--- config.mk ---
export PLATFORM = sky130hd
export DESIGN_NAME = tpc_div_step
export DESIGN_NICKNAME = d
export VERILOG_FILES = /design/src/sv/tpc_pkg.sv /design/src/sv/tpc_div_step.sv
export SDC_FILE = /design/constraint.sdc
export NUM_CORES = 2
export LEC_CHECK = 0
export ABC_AREA = 1
export BUFFER_PORTS_ARGS = -buffer_cell sky130_fd_sc_hd__buf_4
export CAP_MARGIN = 10
export CORE_AREA = 2 2 704 706
export DETAILED_ROUTE_END_ITERATION = 16
export DIE_AREA = 0 0 706 708
export GPL_TIMING_DRIVEN = 1
export PLACE_DENSITY = 0.34
export SLEW_MARGIN = 0
export SYNTH_ARGS = -nofsm -noshare
export SYNTH_HDL_FRONTEND = slang
export SYNTH_SLANG_ARGS = --single-unit
export TNS_END_PERCENT = 5
--- constraint.sdc ---
create_clock -name clk -period 0.9 [get_ports clk]
set_input_delay 0.045 -clock clk [delete_from_list [all_inputs] [get_ports clk]]
set_output_delay 0.045 -clock clk [all_outputs]
set_load 0.02 [all_outputs]
--- src/sv/tpc_pkg.sv ---
// ----------------------------------------------------------------------------
// Triangle plane clip: shared types and constants
// Widths of the distance, cut and divider datapaths, the clip mode codes,
// the configuration register indexes and the words carried down the divider.
// ----------------------------------------------------------------------------
package tpc_pkg;

	localparam int COORD_W   = 32;
	localparam int NORM_W    = 18;
	localparam int DIFF_W    = COORD_W + 1;
	localparam int MULT_W    = DIFF_W + NORM_W;
	localparam int D_W       = 52;
	localparam int MAG_W     = COORD_W;
	localparam int NUM_W     = 51;
	localparam int NUM_LO_W  = 26;
	localparam int NUM_HI_W  = NUM_W - NUM_LO_W;
	localparam int DEN_W     = 52;
	localparam int PROD_W    = MAG_W + NUM_W;
	localparam int Q_W       = MAG_W;
	localparam int DIV_STEPS = Q_W;
	localparam int CFG_IDX_W = 3;
	localparam int CFG_DATA_W = COORD_W;

	localparam logic [COORD_W-1:0] COORD_MAX = {1'b0, {(COORD_W-1){1'b1}}};
	localparam logic [COORD_W-1:0] COORD_MIN = {1'b1, {(COORD_W-1){1'b0}}};
	localparam logic signed [NORM_W-1:0] NORMAL_Z_RST = NORM_W'(65536);

	typedef enum logic [CFG_IDX_W-1:0] {
		CFG_PLANE_PX = 3'd0,
		CFG_PLANE_PY = 3'd1,
		CFG_PLANE_PZ = 3'd2,
		CFG_NORMAL_X = 3'd3,
		CFG_NORMAL_Y = 3'd4,
		CFG_NORMAL_Z = 3'd5
	} cfg_reg_t;

	// Encoded as the number of corners on the inner side of the plane.
	typedef enum logic [1:0] {
		CLIP_NONE = 2'd0,
		CLIP_ONE  = 2'd1,
		CLIP_TWO  = 2'd2,
		CLIP_ALL  = 2'd3
	} mode_t;

	typedef logic [2:0][COORD_W-1:0] vec_t;

	typedef struct packed {
		mode_t                  mode;
		vec_t [2:0]             w;
		logic [1:0][2:0]        neg;
		logic [1:0][DEN_W-1:0]  den;
	} side_t;

	typedef struct packed {
		side_t                       side;
		logic [1:0][2:0][DEN_W-1:0]  rem;
		logic [1:0][2:0][Q_W-1:0]    quo;
	} div_t;

endpackage

--- src/sv/tpc_div_step.sv ---
// ----------------------------------------------------------------------------
// Triangle plane clip: divider step
// One restoring division step for all six cut lanes, producing one quotient
// bit per lane, with the side data carried alongside.
// ----------------------------------------------------------------------------
module tpc_div_step (
	input  logic           clk,
	input  logic           arst_n,
	input  logic           en,
	input  logic           up_valid,
	input  tpc_pkg::div_t  up_word,
	output logic           dn_valid,
	output tpc_pkg::div_t  dn_word
);

	tpc_pkg::div_t step;
	logic [tpc_pkg::DEN_W:0] trial [2][3];
	logic [tpc_pkg::DEN_W:0] dsor [2];

	always_comb begin
		step = up_word;
		for (int e = 0; e < 2; e++) begin
			dsor[e] = {1'b0, up_word.side.den[e]};
			for (int k = 0; k < 3; k++) begin
				trial[e][k] = {up_word.rem[e][k], up_word.quo[e][k][tpc_pkg::Q_W-1]};
				if (trial[e][k] >= dsor[e]) begin
					step.rem[e][k] = tpc_pkg::DEN_W'(trial[e][k] - dsor[e]);
					step.quo[e][k] = {up_word.quo[e][k][tpc_pkg::Q_W-2:0], 1'b1};
				end else begin
					step.rem[e][k] = trial[e][k][tpc_pkg::DEN_W-1:0];
					step.quo[e][k] = {up_word.quo[e][k][tpc_pkg::Q_W-2:0], 1'b0};
				end
			end
		end
	end

	always_ff @(posedge clk or negedge arst_n) begin
		if (!arst_n) begin
			dn_valid <= 1'b0;
		end else if (en) begin
			dn_valid <= up_valid;
		end
	end

	always_ff @(posedge clk) begin
		if (en) begin
			dn_word <= step;
		end
	end

endmodule

# Word level (Yosys, flattened, before mapping)
# Index checks and enable logic that the tools add are counted.
# totals
regBits,905
latchBits,0
out_inout_bits,905
romBits,0
mem_bits_rw,0
n_memories,0
# classes
n_shift,0
n_div,0
n_bitwise,0
n_reduce_logical,0
n_addsub,6
eq_ne,0
magnitude_cmp,6
muxes,12
mul,0
# op_table
operator,n
$ge 53x52->1,6
$mux 52,6
$sub 52x52->52,6
$mux 1,6

# Logic depth before layout (Yosys ltp)
# logic_depth
depth_word,2
mapped_depth,16
depth_no_buf,16

# Least setup slack after synthesis
# OpenSTA, ideal clock, no wires.
# synth_timing
kind,input -> register
startpoint,input up_word[536] (netlist bit)
endpoint,"register dn_word[247] (netlist bit), data pin"
path_stages,12
setup_ns,0.256
slack_ns,-0.948
arrival_ns,1.592
path_cell_list,inv_1 > ha_1 > nand2_1 > nor2_2 > inv_2 > nor2_2 > nand2_1 > nor2_2 > nand4_2 > nand3_4 > buf_4 > o21ai_1
# synth_rtl
element,line,source
"start, declared",tpc_div_step.sv:11,"input tpc_pkg::div_t up_word,"
"end signal, assigned",tpc_div_step.sv:47,dn_word <= step;
"end, declared",tpc_div_step.sv:13,output tpc_pkg::div_t dn_word

==> metrics.txt <==
CTS Buffer Depth 4; number of synthesized register bits 905; Comb power frac 39.7%; Port Buf Inserts 1812; top-count cell post-synth nand2_1; starting density of the core 12.2%; Fillers 54235; largest fanout on the critical path 7; maxcap violations 0; failing checks negative hold slack, negative setup slack; Final Hold Viols 117; Syn Inst Count 7991; DR pass1 iterations 6; hold_ws -0.441 ns; clock group share of total power 30.3%; clock sinks 905; Die Width 706 um; Power Internal 116000 uW; Top FF cell, synth edfxtp_1; FMAX 536 MHz; number of CTS-inserted buffers 139; Mapped Avg Cell Area 7.52 sq um; Post-Syn Area 60100 sq um; Area Overhead vs Synth 110%; Sw Ratio 36.6%; global placement routability congestion 0.973; fin. max-slew vios 0; peak supply drop 1360 uV; Tcrit/Tclk final 207%; CTS tree built; first-pass GRT wire length 679000 um; critical path type primary input to flip-flop; Sw Pwr 67200 uW; minimum clock period 1.86 ns; Hold WC Path Type primary input to flip-flop; fraction of layout cells with a size suffix above 1 39.1%; Final #Nets 14651; post-synthesis sequential area ratio 45.2%; RSZ-0062 raised after global routing yes; Final ANT Viol Nets 0; drt via density 3.76; gr ovfl total 0; top cells by count, synth 3048 x nand2_1, 1764 x inv_1, 904 x edfxtp_1; CTS clock-pin slew for the worst setup and hold paths 0.06 ns; Yosys top cell by area edfxtp_1; Die ar. 500000 sq um; per-cell routed wire length 26.3 um; # H-tree levels 4; initial antenna violation count 175; Layout Skew 0 ns; # rows 258; largest net degree at the start of global routing 62; syn_nets 9217; CTS root buf clkbuf_16; final setup violation count 2132; design area 126000 sq um; share of power burned in registers 30.0%; worst path required time 1.48 ns; status complete, but fails checks; I/O pin count 1813; cell leakage power 0.0610 uW; CP endpoint kind flip-flop; crit path DAT 2.44 ns; DRC 0; setup ws final -0.965 ns; Synth top area share 45.1%; Worst-Skew Late Latency 0.82 ns; core area 492000 sq um; Total GRT Usage 20.2%; Power Density 1460 nW/um^2; Starting DRT DRC Count 6224; Worst-Margin Slew 0.733 ns; Post-DP Area 98700 sq um; Distinct cells, synth 37; max_slew headroom 51.0%; startpoint type of the worst setup path primary input; post-DP HPWL 457000 um; Die Ht 708 um; via count 75559; Post-synth EDFFs 904; vias in the first global route 74284; Synth area leaders edfxtp_1 45%, nand2_1 19%, inv_1 11%, ha_1 6.5%, nor2_1 3.2%; asr flop ratio synth 0.110%; worst slack, placed -2.03 ns; Yosys warnings 0; WL final 530000 um
## per-layer routing
metal  part of all wire (%)  global-route usage (%)  up-vias  routed length, um
met5                   0.10                   0.211        -                551
met4                    4.5                    7.51       62              23600
met3                    9.1                    6.55      734              48100
met2                     44                    31.5     2731             231000
met1                     43                    25.8    36044             227000
li1                       -                       -    35988                  -
## flip-flops by register name (all words and copies together), names as in the netlist
signal and flops:
dn_valid 1, dn_word 904
## power by group through the flow
stage | sequential [uW] | clock (uW) | combinational [uW]
after floorplan | 59700 | 0 | 16600
after global placement | 55900 | 0 | 60500
after detailed placement | 55900 | 0 | 60400
after CTS | 55100 | 57900 | 70200
after global routing | 55300 | 58700 | 77300
final | 55000 | 55700 | 72900
## critical path: stages
cell,delay [ns]
buf_4,0.11
dlygate4sd3_1,0.61
ha_4,0.31
nand2_1,0.12
nor2_4,0.12
nand2_2,0.08
nor4_2,0.14
buf_4,0.18
nand3_4,0.09
nand3_4,0.21
buf_12,0.18
buf_16,0.15
o21ai_2,0.07
## path summary, 6_finish.rpt
| check | slack [ns] | to | startpoint | cells after the start |
|---|---|---|---|---|
| max in group asynchronous | 0.15 | dn_valid | arst_n | 4 |
| min in group asynchronous | 0.65 | dn_valid | arst_n | 4 |
| min | -0.44 | dn_word[382] | up_word[381] | 3 |
| min reg2reg | 0.51 | dn_valid | dn_valid | 1 |
| max reg2reg | 0.16 | dn_valid | dn_valid | 1 |
| max | -0.96 | dn_word[304] | up_word[304] | 13 |
## what timing repair did
item                                   in CTS  in global routing
pin swaps                                 119                150
setup buffers                             119                 66
cloned                                     20                 19
endpoints found under the hold margin    1315                190
hold buffers                             1343                 39
setup endpoints to repair                1223               2128
resized for setup                         754                649
## stage by stage
step	hold WS, ns	util (%)	TNS, ns	cells	total power, uW
after CTS	-0.689	24.8	-1211.51	19935	183000
after floorplan	-0.251	-	-287.88	7991	76300
after detailed placement	-0.178	20.0	-821.75	18220	116000
after global routing	-0.482	25.6	-1234.81	20090	191000
final	-0.441	25.6	-1180.94	20122	184000
after global placement	-0.178	20.0	-829.41	18220	116000
## cell type report
cell class / instances / area, sq um / share of cell area (%)
clock inverters: 76 / 796 / 0.632
inverters: 1804 / 6920 / 5.50
well taps: 6500 / 8130 / 6.45
clock buffers: 165 / 3620 / 2.87
repair buffers: 5376 / 48400 / 38.4
diodes: 97 / 243 / 0.193
flip-flops and latches: 905 / 27200 / 21.6
multi-input cells: 5199 / 30700 / 24.4
## cells by family after synthesis
kind of cell / count (synthesis) / synth area share (%)
AND/OR/NAND/NOR: 4312 / 29.8
buffers and inverters: 1888 / 12.3
flip-flops: 905 / 45.2
AO/OA/AOI/OAI: 399 / 3.60
adder cells (fa/ha/maj): 318 / 6.69
XOR/XNOR: 168 / 2.45
multiplexers: 1 / 0.0187
## cells in the final DEF, fill, tap and decap left out, types with 58 or more instances in the layout
cell type and instances:
nand3b_1 90, diode_2 97, nand3_1 245, dlygate4sd3_1 1364, ha_4 175, clkbuf_16 157
o21ai_1 124, xor2_1 153, inv_2 86, nand2_1 2675, nor2_1 380, buf_12 257
buf_6 131, nand3_2 69, nand4_1 200, ha_1 116, inv_1 1676, nand2_2 322
edfxtp_1 904, buf_4 3556, nand2_4 58, nor2_2 111, a21oi_1 149
Note: power is estimated with default switching activity, not from simulation.
